===== src/hdl/hat_direction_from_buttons_core_macros.svh =====
// ---------------------------------------------------------------------------
// Hat direction core assertion macros
// Concurrent assertion wrappers that compile to nothing under synthesis.
// ---------------------------------------------------------------------------
`ifndef HAT_DIRECTION_FROM_BUTTONS_CORE_MACROS_SVH
`define HAT_DIRECTION_FROM_BUTTONS_CORE_MACROS_SVH
`ifndef SYNTHESIS
`define HDFB_ASSERT_IMP(label, clk_s, rstn_s, ante, cons) \
    label: assert property (@(posedge clk_s) disable iff (!rstn_s) (ante) |-> (cons)) \
        else $error("hdfb assertion failed");
`define HDFB_ASSERT_NXT(label, clk_s, rstn_s, ante, cons) \
    label: assert property (@(posedge clk_s) disable iff (!rstn_s) (ante) |=> (cons)) \
        else $error("hdfb assertion failed");
`else
`define HDFB_ASSERT_IMP(label, clk_s, rstn_s, ante, cons)
`define HDFB_ASSERT_NXT(label, clk_s, rstn_s, ante, cons)
`endif
`endif


===== src/hdl/hdfb_pkg.sv =====
// ---------------------------------------------------------------------------
// Hat direction core package
// Shared widths, angle constants, the arctangent table and interface types.
// ---------------------------------------------------------------------------
package hdfb_pkg;

    localparam int MAX_INPUTS        = 8;
    localparam int CORDIC_STAGES_DEF = 16;

    localparam int BTN_W      = 8;
    localparam int BTN_IDX_W  = 3;
    localparam int CNT_W      = 4;
    localparam int HAT_W      = 2;
    localparam int DIR_W      = 10;
    localparam int CFG_IDX_W  = 2;
    localparam int CFG_DATA_W = 4;

    localparam int N_CAP = (MAX_INPUTS < 15) ? MAX_INPUTS : 15;

    localparam logic [CFG_IDX_W-1:0] REG_INPUT_COUNT  = 2'd0;
    localparam logic [CFG_IDX_W-1:0] REG_COMBINE_MODE = 2'd1;
    localparam logic [CFG_IDX_W-1:0] REG_HAT_INDEX    = 2'd2;

    localparam logic [CNT_W-1:0] INPUT_COUNT_RST = 4'd8;

    localparam logic signed [DIR_W-1:0] DIR_NONE = -10'sd1;
    localparam logic signed [DIR_W-1:0] DIR_INIT = -10'sd2;

    // Angles are signed Q.20 degrees.
    localparam int ANG_W = 31;
    localparam logic signed [ANG_W-1:0] ANG_90   = ANG_W'(94371840);
    localparam logic signed [ANG_W-1:0] ANG_180  = ANG_W'(188743680);
    localparam logic signed [ANG_W-1:0] ANG_360  = ANG_W'(377487360);
    localparam logic signed [ANG_W-1:0] HALF_DEG = ANG_W'(524288);

    localparam int DEG_W = 9;
    localparam logic [DIR_W-1:0] DEG_FULL = 10'd360;

    localparam int TABLE_LEN  = 24;
    localparam int ATAN_IDX_W = 5;
    localparam int ATAN_W     = 27;
    localparam logic [ATAN_W-1:0] ATAN_Q20 [TABLE_LEN] = '{
        27'd47185920, 27'd27855475, 27'd14718068, 27'd7471121,
        27'd3750058,  27'd1876857,  27'd938658,   27'd469357,
        27'd234682,   27'd117342,   27'd58671,    27'd29335,
        27'd14668,    27'd7334,     27'd3667,     27'd1833,
        27'd917,      27'd458,      27'd229,      27'd115,
        27'd57,       27'd29,       27'd14,       27'd7
    };

    localparam int ROT_W = 26;
    localparam int Q14_W = 16;
    localparam int SUM_W = 19;
    localparam int VEC_W = SUM_W + 10;

    localparam int QUEUE_DEPTH = 2;

    typedef logic [1:0] kind_t;
    localparam kind_t KIND_NONE    = 2'd0;
    localparam kind_t KIND_FIRST   = 2'd1;
    localparam kind_t KIND_COMBINE = 2'd2;

    typedef struct packed {
        kind_t                kind;
        logic [BTN_IDX_W-1:0] first;
        logic [BTN_W-1:0]     mask;
    } item_t;

    typedef struct packed {
        logic [DEG_W-1:0]        deg;
        logic signed [Q14_W-1:0] cx;
        logic signed [Q14_W-1:0] cy;
    } entry_t;

    typedef struct packed {
        logic [CNT_W-1:0] n_eff;
        logic             combine;
    } cfg_t;

endpackage


===== src/hdl/hdfb_front.sv =====
// ---------------------------------------------------------------------------
// Hat direction front end
// Accepts button snapshots, masks unused buttons and classifies each item.
// ---------------------------------------------------------------------------
module hdfb_front (
    input  logic                        push,
    output logic                        full,
    input  logic [hdfb_pkg::BTN_W-1:0]  buttons,
    input  hdfb_pkg::cfg_t              cfg,
    input  logic                        table_ready,
    input  logic                        q_full,
    output logic                        q_write,
    output hdfb_pkg::item_t             q_item
);
    import hdfb_pkg::*;

    logic [BTN_W-1:0]     mask;
    logic [BTN_IDX_W-1:0] first;
    logic                 single;

    always_comb
    begin
        for (int i = 0; i < BTN_W; i++)
        begin
            mask[i] = buttons[i] && (CNT_W'(i) < cfg.n_eff);
        end
        first = '0;
        for (int i = BTN_W - 1; i >= 0; i--)
        begin
            if (mask[i])
            begin
                first = BTN_IDX_W'(i);
            end
        end
        single = (mask & (mask - 1'b1)) == '0;
    end

    always_comb
    begin
        q_item.first = first;
        q_item.mask  = mask;
        if (mask == '0)
        begin
            q_item.kind = KIND_NONE;
        end
        else if (!cfg.combine || single)
        begin
            q_item.kind = KIND_FIRST;
        end
        else
        begin
            q_item.kind = KIND_COMBINE;
        end
    end

    assign full    = !table_ready || q_full;
    assign q_write = push && !full;

endmodule


===== src/hdl/hdfb_queue.sv =====
// ---------------------------------------------------------------------------
// Hat direction item queue
// Short queue of classified items between the front end and the back end.
// ---------------------------------------------------------------------------
module hdfb_queue (
    input  logic            clk,
    input  logic            rst_n,
    input  logic            write,
    input  hdfb_pkg::item_t wr_item,
    output logic            q_full,
    input  logic            read,
    output hdfb_pkg::item_t rd_item,
    output logic            q_empty
);
    import hdfb_pkg::*;

    localparam int PTR_W = $clog2(QUEUE_DEPTH);

    item_t            slot_reg [QUEUE_DEPTH];
    logic [PTR_W-1:0] wr_ptr_reg;
    logic [PTR_W-1:0] wr_ptr_next;
    logic [PTR_W-1:0] rd_ptr_reg;
    logic [PTR_W-1:0] rd_ptr_next;
    logic [PTR_W:0]   count_reg;
    logic [PTR_W:0]   count_next;
    logic             do_write;
    logic             do_read;

    assign q_full   = count_reg == (PTR_W+1)'(QUEUE_DEPTH);
    assign q_empty  = count_reg == '0;
    assign do_write = write && !q_full;
    assign do_read  = read && !q_empty;
    assign rd_item  = slot_reg[rd_ptr_reg];

    always_comb
    begin
        wr_ptr_next = do_write ? wr_ptr_reg + 1'b1 : wr_ptr_reg;
        rd_ptr_next = do_read ? rd_ptr_reg + 1'b1 : rd_ptr_reg;
        count_next  = count_reg;
        if (do_write && !do_read)
        begin
            count_next = count_reg + 1'b1;
        end
        else if (do_read && !do_write)
        begin
            count_next = count_reg - 1'b1;
        end
    end

    always_ff @(posedge clk or negedge rst_n)
    begin
        if (!rst_n)
        begin
            wr_ptr_reg <= '0;
            rd_ptr_reg <= '0;
            count_reg  <= '0;
        end
        else
        begin
            wr_ptr_reg <= wr_ptr_next;
            rd_ptr_reg <= rd_ptr_next;
            count_reg  <= count_next;
        end
    end

    always_ff @(posedge clk)
    begin
        if (do_write)
        begin
            slot_reg[wr_ptr_reg] <= wr_item;
        end
    end

endmodule


===== src/hdl/hdfb_setup.sv =====
// ---------------------------------------------------------------------------
// Hat direction angle table builder
// Builds per button the rounded angle and the Q.14 unit vector, using a
// serial divider and a rotation CORDIC, after reset and each count change.
// ---------------------------------------------------------------------------
module hdfb_setup #(
    parameter int CORDIC_STAGES = hdfb_pkg::CORDIC_STAGES_DEF
) (
    input  logic                          clk,
    input  logic                          rst_n,
    input  logic                          rebuild,
    input  logic [hdfb_pkg::CNT_W-1:0]    n_eff,
    output logic                          table_ready,
    input  logic [hdfb_pkg::BTN_IDX_W-1:0] rd_addr,
    output hdfb_pkg::entry_t              rd_entry
);
    import hdfb_pkg::*;

    localparam int SW        = $clog2(CORDIC_STAGES);
    localparam int DVD_W     = 33;
    localparam int QUO_W     = 29;
    localparam int REM_W     = 5;
    localparam int DIV_CNT_W = $clog2(DVD_W);

    localparam logic [DVD_W-1:0] TWO_K = DVD_W'(754974720);
    localparam logic signed [ROT_W-1:0] INV_GAIN  = 26'sd2546996;
    localparam logic signed [ROT_W-1:0] ROUND_Q14 = 26'sd128;

    localparam logic [2:0] S_IDLE  = 3'd0;
    localparam logic [2:0] S_START = 3'd1;
    localparam logic [2:0] S_DIV   = 3'd2;
    localparam logic [2:0] S_PRE   = 3'd3;
    localparam logic [2:0] S_ROT   = 3'd4;
    localparam logic [2:0] S_STORE = 3'd5;

    logic [2:0]             state_reg, state_next;
    logic                   ready_reg, ready_next;
    logic [CNT_W-1:0]       idx_reg, idx_next;
    logic [DIV_CNT_W-1:0]   div_cnt_reg, div_cnt_next;
    logic [SW-1:0]          rot_cnt_reg, rot_cnt_next;
    logic [DVD_W-1:0]       base_reg, base_next;
    logic [DVD_W-1:0]       dvd_reg, dvd_next;
    logic [QUO_W-1:0]       quo_reg, quo_next;
    logic [REM_W-1:0]       rem_reg, rem_next;
    logic signed [ROT_W-1:0] x_reg, x_next;
    logic signed [ROT_W-1:0] y_reg, y_next;
    logic signed [ANG_W-1:0] z_reg, z_next;
    entry_t                 tbl_reg [BTN_W];

    logic [CNT_W-1:0]       lim;
    logic [REM_W-1:0]       divisor;
    logic [REM_W:0]         trial;
    logic                   ge;
    logic signed [ANG_W-1:0] theta;
    logic signed [ANG_W-1:0] theta_w;
    logic signed [ANG_W-1:0] atan_s;
    logic signed [ROT_W-1:0] sh_x;
    logic signed [ROT_W-1:0] sh_y;
    logic [QUO_W:0]         deg_sum;
    logic [DIR_W-1:0]       deg_raw;
    entry_t                 entry_new;
    logic                   tbl_write;

    assign lim     = (n_eff > CNT_W'(BTN_W)) ? CNT_W'(BTN_W) : n_eff;
    assign divisor = {n_eff, 1'b0};
    assign trial   = {rem_reg, dvd_reg[DVD_W-1]};
    assign ge      = trial >= {1'b0, divisor};
    assign theta   = signed'(ANG_W'(quo_reg));
    assign theta_w = (theta >= ANG_180) ? theta - ANG_360 : theta;
    assign atan_s  = signed'(ANG_W'(ATAN_Q20[ATAN_IDX_W'(rot_cnt_reg)]));
    assign sh_x    = x_reg >>> rot_cnt_reg;
    assign sh_y    = y_reg >>> rot_cnt_reg;
    assign deg_sum = {1'b0, quo_reg} + (QUO_W+1)'(HALF_DEG);
    assign deg_raw = deg_sum[QUO_W:20];

    always_comb
    begin
        entry_new.cx  = Q14_W'((x_reg + ROUND_Q14) >>> 8);
        entry_new.cy  = Q14_W'((y_reg + ROUND_Q14) >>> 8);
        entry_new.deg = (deg_raw == DEG_FULL) ? '0 : deg_raw[DEG_W-1:0];
    end

    always_comb
    begin
        state_next   = state_reg;
        ready_next   = ready_reg;
        idx_next     = idx_reg;
        div_cnt_next = div_cnt_reg;
        rot_cnt_next = rot_cnt_reg;
        base_next    = base_reg;
        dvd_next     = dvd_reg;
        quo_next     = quo_reg;
        rem_next     = rem_reg;
        x_next       = x_reg;
        y_next       = y_reg;
        z_next       = z_reg;
        tbl_write    = 1'b0;
        unique case (state_reg)
            S_IDLE:
            begin
            end
            S_START:
            begin
                idx_next  = '0;
                base_next = '0;
                if (lim == '0)
                begin
                    ready_next = 1'b1;
                    state_next = S_IDLE;
                end
                else
                begin
                    dvd_next     = DVD_W'(n_eff);
                    rem_next     = '0;
                    quo_next     = '0;
                    div_cnt_next = '0;
                    state_next   = S_DIV;
                end
            end
            S_DIV:
            begin
                rem_next     = ge ? REM_W'(trial - {1'b0, divisor}) : REM_W'(trial);
                quo_next     = {quo_reg[QUO_W-2:0], ge};
                dvd_next     = {dvd_reg[DVD_W-2:0], 1'b0};
                div_cnt_next = div_cnt_reg + 1'b1;
                if (div_cnt_reg == DIV_CNT_W'(DVD_W - 1))
                begin
                    state_next = S_PRE;
                end
            end
            S_PRE:
            begin
                if (theta_w > ANG_90)
                begin
                    x_next = '0;
                    y_next = INV_GAIN;
                    z_next = theta_w - ANG_90;
                end
                else if (theta_w < -ANG_90)
                begin
                    x_next = '0;
                    y_next = -INV_GAIN;
                    z_next = theta_w + ANG_90;
                end
                else
                begin
                    x_next = INV_GAIN;
                    y_next = '0;
                    z_next = theta_w;
                end
                rot_cnt_next = '0;
                state_next   = S_ROT;
            end
            S_ROT:
            begin
                if (!z_reg[ANG_W-1])
                begin
                    x_next = x_reg - sh_y;
                    y_next = y_reg + sh_x;
                    z_next = z_reg - atan_s;
                end
                else
                begin
                    x_next = x_reg + sh_y;
                    y_next = y_reg - sh_x;
                    z_next = z_reg + atan_s;
                end
                rot_cnt_next = rot_cnt_reg + 1'b1;
                if (rot_cnt_reg == SW'(CORDIC_STAGES - 1))
                begin
                    state_next = S_STORE;
                end
            end
            S_STORE:
            begin
                tbl_write = 1'b1;
                idx_next  = idx_reg + 1'b1;
                if (idx_next == lim)
                begin
                    ready_next = 1'b1;
                    state_next = S_IDLE;
                end
                else
                begin
                    base_next    = base_reg + TWO_K;
                    dvd_next     = base_reg + TWO_K + DVD_W'(n_eff);
                    rem_next     = '0;
                    quo_next     = '0;
                    div_cnt_next = '0;
                    state_next   = S_DIV;
                end
            end
            default:
            begin
                state_next = S_IDLE;
            end
        endcase
        if (rebuild)
        begin
            state_next = S_START;
            ready_next = 1'b0;
        end
    end

    always_ff @(posedge clk or negedge rst_n)
    begin
        if (!rst_n)
        begin
            state_reg   <= S_START;
            ready_reg   <= 1'b0;
            idx_reg     <= '0;
            div_cnt_reg <= '0;
            rot_cnt_reg <= '0;
        end
        else
        begin
            state_reg   <= state_next;
            ready_reg   <= ready_next;
            idx_reg     <= idx_next;
            div_cnt_reg <= div_cnt_next;
            rot_cnt_reg <= rot_cnt_next;
        end
    end

    always_ff @(posedge clk)
    begin
        base_reg <= base_next;
        dvd_reg  <= dvd_next;
        quo_reg  <= quo_next;
        rem_reg  <= rem_next;
        x_reg    <= x_next;
        y_reg    <= y_next;
        z_reg    <= z_next;
        if (tbl_write)
        begin
            tbl_reg[idx_reg[BTN_IDX_W-1:0]] <= entry_new;
        end
    end

    assign table_ready = ready_reg;
    assign rd_entry    = tbl_reg[rd_addr];

endmodule


===== src/hdl/hdfb_back.sv =====
// ---------------------------------------------------------------------------
// Hat direction back end
// Sums unit vectors, runs the vectoring CORDIC, suppresses repeated
// directions and holds the result register.
// ---------------------------------------------------------------------------
`include "hat_direction_from_buttons_core_macros.svh"

module hdfb_back #(
    parameter int CORDIC_STAGES = hdfb_pkg::CORDIC_STAGES_DEF
) (
    input  logic                               clk,
    input  logic                               rst_n,
    input  logic                               q_empty,
    input  hdfb_pkg::item_t                    q_item,
    output logic                               q_read,
    output logic [hdfb_pkg::BTN_IDX_W-1:0]     rd_addr,
    input  hdfb_pkg::entry_t                   rd_entry,
    input  logic [hdfb_pkg::HAT_W-1:0]         hat,
    output logic                               empty,
    input  logic                               pop,
    output logic [hdfb_pkg::HAT_W-1:0]         hat_select,
    output logic signed [hdfb_pkg::DIR_W-1:0]  direction
);
    import hdfb_pkg::*;

    localparam int SW = $clog2(CORDIC_STAGES);

    localparam logic signed [SUM_W-1:0] SUM_LIM = 19'sd2;

    localparam logic [2:0] B_IDLE  = 3'd0;
    localparam logic [2:0] B_SUM   = 3'd1;
    localparam logic [2:0] B_PREP  = 3'd2;
    localparam logic [2:0] B_VEC   = 3'd3;
    localparam logic [2:0] B_WRAP  = 3'd4;
    localparam logic [2:0] B_ROUND = 3'd5;
    localparam logic [2:0] B_EMIT  = 3'd6;

    logic [2:0]              state_reg, state_next;
    logic [SW-1:0]           cnt_reg, cnt_next;
    logic [BTN_W-1:0]        mask_reg, mask_next;
    logic signed [SUM_W-1:0] sx_reg, sx_next;
    logic signed [SUM_W-1:0] sy_reg, sy_next;
    logic signed [VEC_W-1:0] x_reg, x_next;
    logic signed [VEC_W-1:0] y_reg, y_next;
    logic signed [ANG_W-1:0] z_reg, z_next;
    logic signed [DIR_W-1:0] dir_reg, dir_next;
    logic signed [DIR_W-1:0] last_reg, last_next;
    logic                    out_valid_reg, out_valid_next;
    logic [HAT_W-1:0]        out_hat_reg;
    logic signed [DIR_W-1:0] out_dir_reg;

    logic                    out_load;
    logic                    cancel;
    logic signed [VEC_W-1:0] sxs;
    logic signed [VEC_W-1:0] sys;
    logic signed [VEC_W-1:0] sh_x;
    logic signed [VEC_W-1:0] sh_y;
    logic signed [ANG_W-1:0] atan_s;
    logic signed [ANG_W-1:0] z_wrap;
    logic signed [ANG_W-1:0] z_half;
    logic [DIR_W-1:0]        deg_raw;

    assign rd_addr = (state_reg == B_IDLE) ? q_item.first : cnt_reg[BTN_IDX_W-1:0];
    assign cancel  = (sx_reg > -SUM_LIM) && (sx_reg < SUM_LIM)
                     && (sy_reg > -SUM_LIM) && (sy_reg < SUM_LIM);
    assign sxs     = VEC_W'(signed'({sx_reg, 8'b0}));
    assign sys     = VEC_W'(signed'({sy_reg, 8'b0}));
    assign sh_x    = x_reg >>> cnt_reg;
    assign sh_y    = y_reg >>> cnt_reg;
    assign atan_s  = signed'(ANG_W'(ATAN_Q20[ATAN_IDX_W'(cnt_reg)]));
    assign z_wrap  = z_reg + ANG_360;
    assign z_half  = z_reg + HALF_DEG;
    assign deg_raw = z_half[29:20];
    assign out_load = (state_reg == B_EMIT) && (dir_reg != last_reg)
                      && (!out_valid_reg || pop);

    always_comb
    begin
        state_next = state_reg;
        cnt_next   = cnt_reg;
        mask_next  = mask_reg;
        sx_next    = sx_reg;
        sy_next    = sy_reg;
        x_next     = x_reg;
        y_next     = y_reg;
        z_next     = z_reg;
        dir_next   = dir_reg;
        last_next  = last_reg;
        q_read     = 1'b0;
        unique case (state_reg)
            B_IDLE:
            begin
                if (!q_empty)
                begin
                    q_read = 1'b1;
                    unique case (q_item.kind)
                        KIND_FIRST:
                        begin
                            dir_next   = signed'({1'b0, rd_entry.deg});
                            state_next = B_EMIT;
                        end
                        KIND_COMBINE:
                        begin
                            mask_next  = q_item.mask;
                            sx_next    = '0;
                            sy_next    = '0;
                            cnt_next   = '0;
                            state_next = B_SUM;
                        end
                        default:
                        begin
                            dir_next   = DIR_NONE;
                            state_next = B_EMIT;
                        end
                    endcase
                end
            end
            B_SUM:
            begin
                if (mask_reg[cnt_reg[BTN_IDX_W-1:0]])
                begin
                    sx_next = sx_reg + SUM_W'(rd_entry.cx);
                    sy_next = sy_reg + SUM_W'(rd_entry.cy);
                end
                cnt_next = cnt_reg + 1'b1;
                if (cnt_reg == SW'(BTN_W - 1))
                begin
                    state_next = B_PREP;
                end
            end
            B_PREP:
            begin
                cnt_next = '0;
                if (cancel)
                begin
                    dir_next   = DIR_NONE;
                    state_next = B_EMIT;
                end
                else
                begin
                    if (sx_reg[SUM_W-1])
                    begin
                        if (!sy_reg[SUM_W-1])
                        begin
                            x_next = sys;
                            y_next = -sxs;
                            z_next = ANG_90;
                        end
                        else
                        begin
                            x_next = -sys;
                            y_next = sxs;
                            z_next = -ANG_90;
                        end
                    end
                    else
                    begin
                        x_next = sxs;
                        y_next = sys;
                        z_next = '0;
                    end
                    state_next = B_VEC;
                end
            end
            B_VEC:
            begin
                if (!y_reg[VEC_W-1])
                begin
                    x_next = x_reg + sh_y;
                    y_next = y_reg - sh_x;
                    z_next = z_reg + atan_s;
                end
                else
                begin
                    x_next = x_reg - sh_y;
                    y_next = y_reg + sh_x;
                    z_next = z_reg - atan_s;
                end
                cnt_next = cnt_reg + 1'b1;
                if (cnt_reg == SW'(CORDIC_STAGES - 1))
                begin
                    state_next = B_WRAP;
                end
            end
            B_WRAP:
            begin
                if (z_reg[ANG_W-1])
                begin
                    z_next = z_wrap[ANG_W-1] ? '0 : z_wrap;
                end
                state_next = B_ROUND;
            end
            B_ROUND:
            begin
                dir_next   = signed'((deg_raw >= DEG_FULL) ? deg_raw - DEG_FULL : deg_raw);
                state_next = B_EMIT;
            end
            B_EMIT:
            begin
                if (dir_reg == last_reg)
                begin
                    state_next = B_IDLE;
                end
                else if (out_load)
                begin
                    last_next  = dir_reg;
                    state_next = B_IDLE;
                end
            end
            default:
            begin
                state_next = B_IDLE;
            end
        endcase
    end

    always_comb
    begin
        out_valid_next = out_valid_reg;
        if (out_load)
        begin
            out_valid_next = 1'b1;
        end
        else if (pop)
        begin
            out_valid_next = 1'b0;
        end
    end

    always_ff @(posedge clk or negedge rst_n)
    begin
        if (!rst_n)
        begin
            state_reg     <= B_IDLE;
            cnt_reg       <= '0;
            last_reg      <= DIR_INIT;
            out_valid_reg <= 1'b0;
        end
        else
        begin
            state_reg     <= state_next;
            cnt_reg       <= cnt_next;
            last_reg      <= last_next;
            out_valid_reg <= out_valid_next;
        end
    end

    always_ff @(posedge clk)
    begin
        mask_reg <= mask_next;
        sx_reg   <= sx_next;
        sy_reg   <= sy_next;
        x_reg    <= x_next;
        y_reg    <= y_next;
        z_reg    <= z_next;
        dir_reg  <= dir_next;
        if (out_load)
        begin
            out_hat_reg <= hat;
            out_dir_reg <= dir_reg;
        end
    end

    assign empty      = !out_valid_reg;
    assign hat_select = out_hat_reg;
    assign direction  = out_dir_reg;

    `HDFB_ASSERT_IMP(a_dir_changes, clk, rst_n, out_load, dir_reg != last_reg)
    `HDFB_ASSERT_NXT(a_load_shows, clk, rst_n, out_load, out_valid_reg && (out_dir_reg == $past(dir_reg)))
    `HDFB_ASSERT_IMP(a_dir_range, clk, rst_n, out_valid_reg, (out_dir_reg == DIR_NONE) || (!out_dir_reg[DIR_W-1] && (out_dir_reg < 10'sd360)))
    `HDFB_ASSERT_IMP(a_vec_start_x, clk, rst_n, (state_reg == B_VEC) && (cnt_reg == '0), !x_reg[VEC_W-1])

endmodule


===== src/hdl/hat_direction_from_buttons_core.sv =====
// ---------------------------------------------------------------------------
// Hat direction from buttons core
// Turns direction button snapshots into a hat angle in whole degrees and
// reports it only when it changes.
// ---------------------------------------------------------------------------
// Channel   Handshake               Payload
// input     push / full             buttons
// result    empty / pop             hat_select, direction
// config    cfg_valid / cfg_ready   cfg_index, cfg_data
//
// An item with no press, one press or combining off goes straight to the emit state.
// A combined item passes through the unit vector sum over eight table
// entries and the vectoring CORDIC loop.
// After reset and after every write of input_count, the angle table builder
// holds full high while it builds min(input_count, 8) table entries
// with its serial divider and rotation CORDIC.
// A two-entry item queue and the result register let either side stall alone.
// ---------------------------------------------------------------------------
module hat_direction_from_buttons_core #(
    parameter int CORDIC_STAGES = hdfb_pkg::CORDIC_STAGES_DEF
) (
    input  logic                                 clk,
    input  logic                                 rst_n,
    input  logic                                 push,
    output logic                                 full,
    input  logic [hdfb_pkg::BTN_W-1:0]           buttons,
    output logic                                 empty,
    input  logic                                 pop,
    output logic [hdfb_pkg::HAT_W-1:0]           hat_select,
    output logic signed [hdfb_pkg::DIR_W-1:0]    direction,
    input  logic                                 cfg_valid,
    output logic                                 cfg_ready,
    input  logic [hdfb_pkg::CFG_IDX_W-1:0]       cfg_index,
    input  logic [hdfb_pkg::CFG_DATA_W-1:0]      cfg_data
);
    import hdfb_pkg::*;

    logic [CNT_W-1:0] input_count_reg, input_count_next;
    logic             combine_reg, combine_next;
    logic [HAT_W-1:0] hat_reg, hat_next;
    logic             cfg_write;
    logic             rebuild;
    cfg_t             cfg;
    logic             table_ready;
    logic             q_full;
    logic             q_empty;
    logic             q_write;
    logic             q_read;
    item_t            wr_item;
    item_t            rd_item;
    logic [BTN_IDX_W-1:0] rd_addr;
    entry_t           rd_entry;

    assign cfg_ready = 1'b1;
    assign cfg_write = cfg_valid && cfg_ready;
    assign rebuild   = cfg_write && (cfg_index == REG_INPUT_COUNT);

    always_comb
    begin
        input_count_next = input_count_reg;
        combine_next     = combine_reg;
        hat_next         = hat_reg;
        if (cfg_write)
        begin
            unique case (cfg_index)
                REG_INPUT_COUNT:  input_count_next = cfg_data;
                REG_COMBINE_MODE: combine_next     = cfg_data[0];
                REG_HAT_INDEX:    hat_next         = cfg_data[HAT_W-1:0];
                default:
                begin
                end
            endcase
        end
    end

    always_ff @(posedge clk or negedge rst_n)
    begin
        if (!rst_n)
        begin
            input_count_reg <= INPUT_COUNT_RST;
            combine_reg     <= 1'b1;
            hat_reg         <= '0;
        end
        else
        begin
            input_count_reg <= input_count_next;
            combine_reg     <= combine_next;
            hat_reg         <= hat_next;
        end
    end

    always_comb
    begin
        cfg.n_eff   = (input_count_reg > CNT_W'(N_CAP)) ? CNT_W'(N_CAP) : input_count_reg;
        cfg.combine = combine_reg;
    end

    hdfb_front u_front (
        .push        (push),
        .full        (full),
        .buttons     (buttons),
        .cfg         (cfg),
        .table_ready (table_ready),
        .q_full      (q_full),
        .q_write     (q_write),
        .q_item      (wr_item)
    );

    hdfb_queue u_queue (
        .clk     (clk),
        .rst_n   (rst_n),
        .write   (q_write),
        .wr_item (wr_item),
        .q_full  (q_full),
        .read    (q_read),
        .rd_item (rd_item),
        .q_empty (q_empty)
    );

    hdfb_setup #(
        .CORDIC_STAGES (CORDIC_STAGES)
    ) u_setup (
        .clk         (clk),
        .rst_n       (rst_n),
        .rebuild     (rebuild),
        .n_eff       (cfg.n_eff),
        .table_ready (table_ready),
        .rd_addr     (rd_addr),
        .rd_entry    (rd_entry)
    );

    hdfb_back #(
        .CORDIC_STAGES (CORDIC_STAGES)
    ) u_back (
        .clk        (clk),
        .rst_n      (rst_n),
        .q_empty    (q_empty),
        .q_item     (rd_item),
        .q_read     (q_read),
        .rd_addr    (rd_addr),
        .rd_entry   (rd_entry),
        .hat        (hat_reg),
        .empty      (empty),
        .pop        (pop),
        .hat_select (hat_select),
        .direction  (direction)
    );

endmodule

===== config.mk =====
export PLATFORM = sky130hd
export DESIGN_NAME = hat_direction_from_buttons_core
export DESIGN_NICKNAME = d
export VERILOG_FILES = /design/src/hdl/hdfb_pkg.sv /design/src/hdl/hdfb_front.sv /design/src/hdl/hdfb_queue.sv /design/src/hdl/hdfb_setup.sv /design/src/hdl/hdfb_back.sv /design/src/hdl/hat_direction_from_buttons_core.sv
export VERILOG_INCLUDE_DIRS = /design/src /design/src/hdl
export SDC_FILE = /design/constraint.sdc
export NUM_CORES = 2
export LEC_CHECK = 0
export BUFFER_PORTS_ARGS = -buffer_cell sky130_fd_sc_hd__clkbuf_2
export CORE_ASPECT_RATIO = 1.1
export CORE_MARGIN = 10
export CORE_UTILIZATION = 39
export CTS_BUF_LIST = sky130_fd_sc_hd__clkbuf_8
export DETAILED_ROUTE_END_ITERATION = 6
export GPL_TIMING_DRIVEN = 0
export SLEW_MARGIN = 30
export SYNTH_ARGS = -nofsm -noshare
export SYNTH_HDL_FRONTEND = slang
export SYNTH_SLANG_ARGS = --single-unit

===== constraint.sdc =====
create_clock -name clk -period 7.6 [get_ports clk]
set_input_delay 0.38 -clock clk [delete_from_list [all_inputs] [get_ports clk]]
set_output_delay 0.38 -clock clk [all_outputs]
set_load 0.01 [all_outputs]

Yosys cells after proc, flatten, opt, wreduce, memory -nomap -nowiden
Memory sizes are Yosys's and may differ from the RTL's.
Cells that the tools add are included.
{ "totals": {"reg_bits": 387, "ramBits": 354, "romBits": 1728, "input_bits": 19, "out_inout_bits": 15, "mem_count": 4} }
{ "classes": {"add_sub_neg": 37, "magnitude_cmp": 22, "n_eq_ne": 41, "n_shift": 4, "n_mux": 110, "bitwise_logic": 5, "n_reduce_logical": 65} }
{ "memory_table": {"columns": ["memory", "depth", "word_bits", "rd", "rd_ports_with_merged_regs", "write_ports", "line", "rtl"], "rows": [
  ["(no name shown)", 32, 27, 1, 0, 0, "hdfb_setup.sv:70", "assign atan_s = signed'(ANG_W'(ATAN_Q20[ATAN_IDX_W'(rot_cnt_reg)]));"],
  ["(no name shown)", 32, 27, 1, 0, 0, "hdfb_back.sv:70", "assign atan_s = signed'(ANG_W'(ATAN_Q20[ATAN_IDX_W'(cnt_reg)]));"],
  ["u_setup.tbl_reg", 8, 41, 1, 0, 1, "hdfb_setup.sv:48", "entry_t tbl_reg [BTN_W];"],
  ["u_queue.slot_reg", 2, 13, 1, 0, 1, "hdfb_queue.sv:19", "item_t slot_reg [QUEUE_DEPTH];"]
]} }
{ "ops": {"columns": ["operator", "n"], "rows": [
  ["29-bit 2-to-1 mux", 10],
  ["31-bit 2-to-1 mux", 8],
  ["26-bit 2-to-1 mux", 5],
  ["29-bit case mux with 2 select lines", 2],
  ["27-bit 2-to-1 mux", 4],
  ["26-bit case mux with 2 select lines", 2],
  ["33-bit 2-to-1 mux", 3],
  ["33-bit case mux with 3 select lines", 1],
  ["31-bit case mux with 3 select lines", 1],
  ["29-bit case mux with 3 select lines", 1],
  ["19-bit 2-to-1 mux", 4],
  ["19-bit case mux with 2 select lines", 2],
  ["33-bit case mux with 2 select lines", 1],
  ["31-bit by 28-bit adder with 31-bit output", 2],
  ["31-bit case mux with 2 select lines", 1],
  ["31-bit by 28-bit subtractor with 31-bit output", 2],
  ["30-bit 2-to-1 mux", 2],
  ["29-bit adder", 2],
  ["27-bit negator with 29-bit output", 2],
  ["29-bit by 4-bit >>> shifter with 29-bit output", 2],
  ["29-bit subtractor", 2],
  ["3-bit 2-to-1 mux", 19],
  ["26-bit adder", 2],
  ["26-bit by 4-bit >>> shifter with 26-bit output", 2],
  ["81 further kinds", 202]
]} }

Logic depth before layout (Yosys ltp)
{ "depth": {"depth_word": 12, "mapped_depth": 32, "ltp_nobuf": 24} }

Modules after synthesis
From an unflattened synthesis, not the netlist that was laid out.
{ "hier_totals": {"cells_unflattened": 4798, "hier_area_um2": 50972.6} }
{ "by_module_without_submodules": {"columns": ["module", "instances", "cells_per_inst", "area_each_um2"], "rows": [
  ["hdfb_setup", 1, 2405, 29489.5],
  ["hdfb_back", 1, 2257, 19621.3],
  ["hdfb_queue", 1, 59, 1168.6],
  ["hdfb_front", 1, 54, 369.1],
  ["hat_direction_from_buttons_core", 1, 23, 324.1]
]} }

Worst setup path before layout
OpenSTA, ideal clock, no wires.
{ "synth_timing": {"kind": "reg2reg", "from": "register u_back.cnt_reg[0]", "to": "register u_back.sy_reg[18], data pin", "setup_time_ps": 266, "arrival_ps": 6249, "t_required_ps": 7334, "setup_slack_ps": 1085, "stages_incl_launch_ff": 27, "path_buffers": 10, "synth_period_minus_slack_ps": 6515, "cell_sequence": "dfrtp_1 > buf_6 > buf_12 > buf_6 > buf_6 > buf_6 > buf_6 > clkbuf_1 > o21ai_0 > buf_2 > buf_2 > buf_1 > mux4_2 > mux2_2 > ha_1 > fa_1 > a21o_1 > a21oi_1 > o21a_1 > o31ai_1 > or4_1 > a31o_2 > a21o_1 > a21bo_2 > a31oi_1 > xor3_1 > nor2_1"} }
{ "synth_between": {"elab_chain_len": 5} }
{ "synth_rtl": {"columns": ["item", "line", "rtl"], "rows": [
  ["from (decl)", "hdfb_back.sv:39", "logic [SW-1:0] cnt_reg, cnt_next;"],
  ["from (signal assigned)", "hdfb_back.sv:242", "cnt_reg <= cnt_next;"],
  ["3-bit 2-to-1 mux", "hdfb_back.sv:63", "assign rd_addr = (state_reg == B_IDLE) ? q_item.first : cnt_reg[BTN_IDX_W-1:0];"],
  ["memory read 8 x 41 bit", null, null],
  ["19-bit by 16-bit adder with 19-bit output", "hdfb_back.sv:123", "sy_next = sy_reg + SUM_W'(rd_entry.cy);"],
  ["19-bit 2-to-1 mux", "hdfb_back.sv:120", "if (mask_reg[cnt_reg[BTN_IDX_W-1:0]])"],
  ["19-bit case mux with 2 select lines", "hdfb_back.sv:90", "unique case (state_reg)"],
  ["to (signal assigned)", "hdfb_back.sv:252", "sy_reg <= sy_next;"],
  ["to (decl)", "hdfb_back.sv:42", "logic signed [SUM_W-1:0] sy_reg, sy_next;"]
]} }
Every way passes these cells. The select of a mux whose other input is x is not followed.
A chain may end at the register's enable or synchronous reset.

Worst setup path in the final report
{ "layout_timing": {"from": "register u_back.cnt_reg[2]", "to": "register u_back.y_reg[23], data pin"} }
{ "layout_between": {"elab_chain_len": 4} }
{ "layout_rtl": {"columns": ["item", "line", "rtl"], "rows": [
  ["29-bit by 4-bit >>> shifter with 29-bit output (*)", "hdfb_back.sv:68", "assign sh_x = x_reg >>> cnt_reg;"],
  ["29-bit subtractor / 29-bit adder (equally long branches)", "hdfb_back.sv:170, hdfb_back.sv:176", null],
  ["29-bit 2-to-1 mux (*)", "hdfb_back.sv:167", "if (!y_reg[VEC_W-1])"],
  ["29-bit case mux with 2 select lines (*)", "hdfb_back.sv:90", null],
  ["via u_back.y_next[23]", "hdfb_back.sv:44", "logic signed [VEC_W-1:0] y_reg, y_next;"],
  ["to (signal assigned)", "hdfb_back.sv:254", "y_reg <= y_next;"],
  ["to (decl)", "hdfb_back.sv:44", null]
]} }
The timed path passes the listed nets; every way through them passes the cells marked *.

==> results.md <==
* Die Wd at approximately 360 um
* Crit end category: flop
* Final period util at 97.06%
* HPWL after detailed placement at around 110000 um
* Final Setup Violations at 0
* Vias in the first global route at between 30000 and 40000
* F_max at 0.1356 GHz
* Layout cells sized above 1 at 14.05%
* Data required, critical path at roughly 8.1 ns
* First-pass GRT wire length at approximately 220000 um
* Cell types occupying the most area after synthesis: edfxtp_1 (41%), mux4_2 (8.8%), ha_1 (6.4%)
* Crit path DAT at just under 8 ns
* Later-pin clock latency in the skew report at roughly 0.84 ns
* Grt total ovfl at 0
* Htree depth at 4
* Smallest hold slack at ~0.063 ns
* Area of the mapped netlist at roughly 0.05 sq mm
* Crit Path Class: reg -> reg
* Post-synth EDFFs at between 600 and 700
* I/O Buffers at 32
* Die Area at between 0.1 and 0.15 sq mm
* Max Cap Viol at 0
* Core ar. at between 0.1 and 0.15 sq mm
* Yosys reg bits at 717
* Max Slew Vio Count at 0
* Tmin final at approximately 7.4 ns
* Synth top area share at approximately 41%
* GRT Util Overall at between 10% and 20%
* Relative slew slack at between 30% and 40%
* Avg Cell Area, Syn at between 10 and 15 sq um
* Status: finished with violations
* Worst Hold Class: in -> reg
* Initial antenna violation count at 2
* CTS buffer count at 130
* Clock slew at reported path FFs at 0.06 ns
* Area delta synth->final at 11.84%
* Asr flop ratio synth at ~6.6%
* # rows at 136
* Drt wl/cell at 22.17 um
* Synth unique cells at 94
* Dominant cell type by area after synthesis: edfxtp_1
* Largest net degree at the start of global routing at 44
* Final clock skew at ~0.062 ns
* Root Driver: clkbuf_8
* DRT Pass-1 Iters at 7
* Die Height at 393.3 um
* Crit-path max FO at 10
* Post-synthesis sequential area ratio at a little over two fifths
* Initial Utilization at between 30 and 40%
* Synth Flop Type: edfxtp_1
* Nets at 5070
* Largest register FFs at around 330
* DRT iter0 DRCs at roughly 3200
* Placer Congestion at 0.9880
* Max Root-Sink Buffers at 3
* Synthesized instance count at around 4600
* Final ANT Viol Nets at 0
* Sink Count at between 700 and 800
* CTS tree: built
* Vias/cell at 5.784
* Synthesized Nets at 4830
* Routed wire length at approximately 150000 um
* Least-Margin Pin Slew at 0.9675 ns
* Pre-CTS setup slack at -1.924 ns
* Failing checks: DRC
* Synth warnings at 0
* Worst setup SP type: flop
* Number of remaining DRC errors at 1
* Setup TNS at 0 ns
* Final WS setup at 0.2233 ns
* Vias at about 38000
* Ports at 34
* Hold Vio Cnt, Final at 0
through the flow:
stage                     util [%]  instances  instance area, sq um
after detailed placement     41.83       6295                 52450
final                        44.06       6547                 55250
after global placement       41.17       6238                 51640
after global routing         44.06       6547                 55250
after floorplan                  -       4550                 49400
after CTS                    43.97       6542                 55140
what timing repair did:
| action | 4_1_cts | 5_1_grt |
|---|---|---|
| hold buffers | 20 | 0 |
| endpoints found under the hold margin | 67 | 0 |
| resized for setup | 17 | 44 |
| setup buffers | 0 | 3 |
| pin swaps | 0 | 1 |
| setup endpoints to repair | 69 | 29 |
synthesized netlist by cell type (50+ instances only):
library cell and count:
edfxtp_1 670, nor2_1 388, nand2_1 380, a21oi_1 299, o21ai_0 289, ha_1 252, xnor2_1 235, xor2_1 200
mux4_2 193, clkbuf_1 155, inv_1 128, a21o_1 100, mux2i_1 92, mux2_2 91, nand3_1 89, nor3_1 84
and2_1 82, a31oi_1 71, nand2b_1 50, o211ai_1 50
layout by cell type, fill, tap and decap left out, drive strengths merged, types with 20 or more instances in the layout:
master | synthesis | layout
a211oi | 34 | 34
a21o | 100 | 100
a21oi | 299 | 299
a31oi | 71 | 71
and2 | 84 | 84
and3 | 44 | 44
buf | 74 | 126
clkbuf | 155 | 329
clkinv | 3 | 33
dfrtp | 35 | 35
dlygate4sd3 | 0 | 20
edfxtp | 670 | 670
ha | 252 | 252
inv | 130 | 182
mux2 | 92 | 92
mux2i | 92 | 92
mux4 | 206 | 206
nand2 | 381 | 381
nand2b | 50 | 50
nand3 | 89 | 89
nand4 | 32 | 32
nor2 | 388 | 388
nor2b | 44 | 44
nor3 | 84 | 84
nor4 | 24 | 24
o211ai | 50 | 50
o21a | 36 | 36
o21ai | 292 | 292
o21bai | 28 | 28
o31ai | 28 | 28
or3 | 29 | 29
xnor2 | 235 | 235
xor2 | 200 | 200
metal layers:
metal	track usage, %	vias to the layer above	part of all wire [%]
li1	-	17620	-
met1	24.80	18720	42
met2	34.51	1203	49
met3	2.642	326	5.1
met4	9.091	0	4.2
met5	0	-	0
critical path, stage by stage, from the launching register on:
cell      delay (ns)
dfrtp_1         0.39
buf_2           0.33
buf_1           0.50
buf_2           0.43
buf_2           0.35
buf_2           0.32
clkbuf_2        0.35
buf_1           0.65
nand2_1         0.10
a21oi_1         0.16
a21oi_1         0.12
a21oi_1         0.22
xor2_1          0.38
ha_1            0.31
o21ai_0         0.10
nand2b_1        0.10
nand3_1         0.07
o21ai_0         0.37
a221oi_1        0.19
o31ai_1         0.67
nand3_1         0.16
o31a_1          0.31
o21ai_0         0.24
xnor2_1         0.16
o21ai_0         0.10
cell type report:
| cell class | count | area, sq um |
|---|---|---|
| Inverter | 133 | 510.5 |
| Timing Repair Buffer | 112 | 1097 |
| Fill cell | 11820 | 70160 |
| Buffer | 225 | 991.0 |
| Antenna cell | 2 | 5.005 |
| Sequential cell | 717 | 21310 |
| Clock buffer | 138 | 1899 |
| Tap cell | 1656 | 2072 |
| Multi-Input combinational cell | 3471 | 26800 |
| Clock inverter | 93 | 570.5 |
worst paths after layout:
path | start | end | slack [ns] | cells past startpoint
setup / recovery | u_back.cnt_reg[2] | u_back.y_reg[23] | 0.22 | 24
max in group asynchronous | rst_n | u_setup.div_cnt_reg[5] | 6.38 | 3
setup reg to reg | u_back.cnt_reg[2] | u_back.y_reg[23] | 0.22 | 24
hold / removal | buttons[3] | u_queue.slot_reg[0][3] | 0.06 | 3
min in group asynchronous | rst_n | u_setup.state_reg[0] | 0.15 | 2
hold reg to reg | hat_reg[0] | u_back.hat_select[0] | 0.45 | 0
cell families after synthesis:
kind of cell,Yosys count,synth area share (%)
buffers and inverters,362,2.940
other,1,0.007591
adders and majority gates,262,6.767
AOI/OAI and AO/OA,1067,13.31
and+or+nand+nor,1315,12.62
xor gates and xnor gates,436,7.760
muxes,390,13.46
DFF,717,43.14
Power is not shown: default switching activity piles up to over one toggle a cycle in this logic, so the estimate is an artifact.
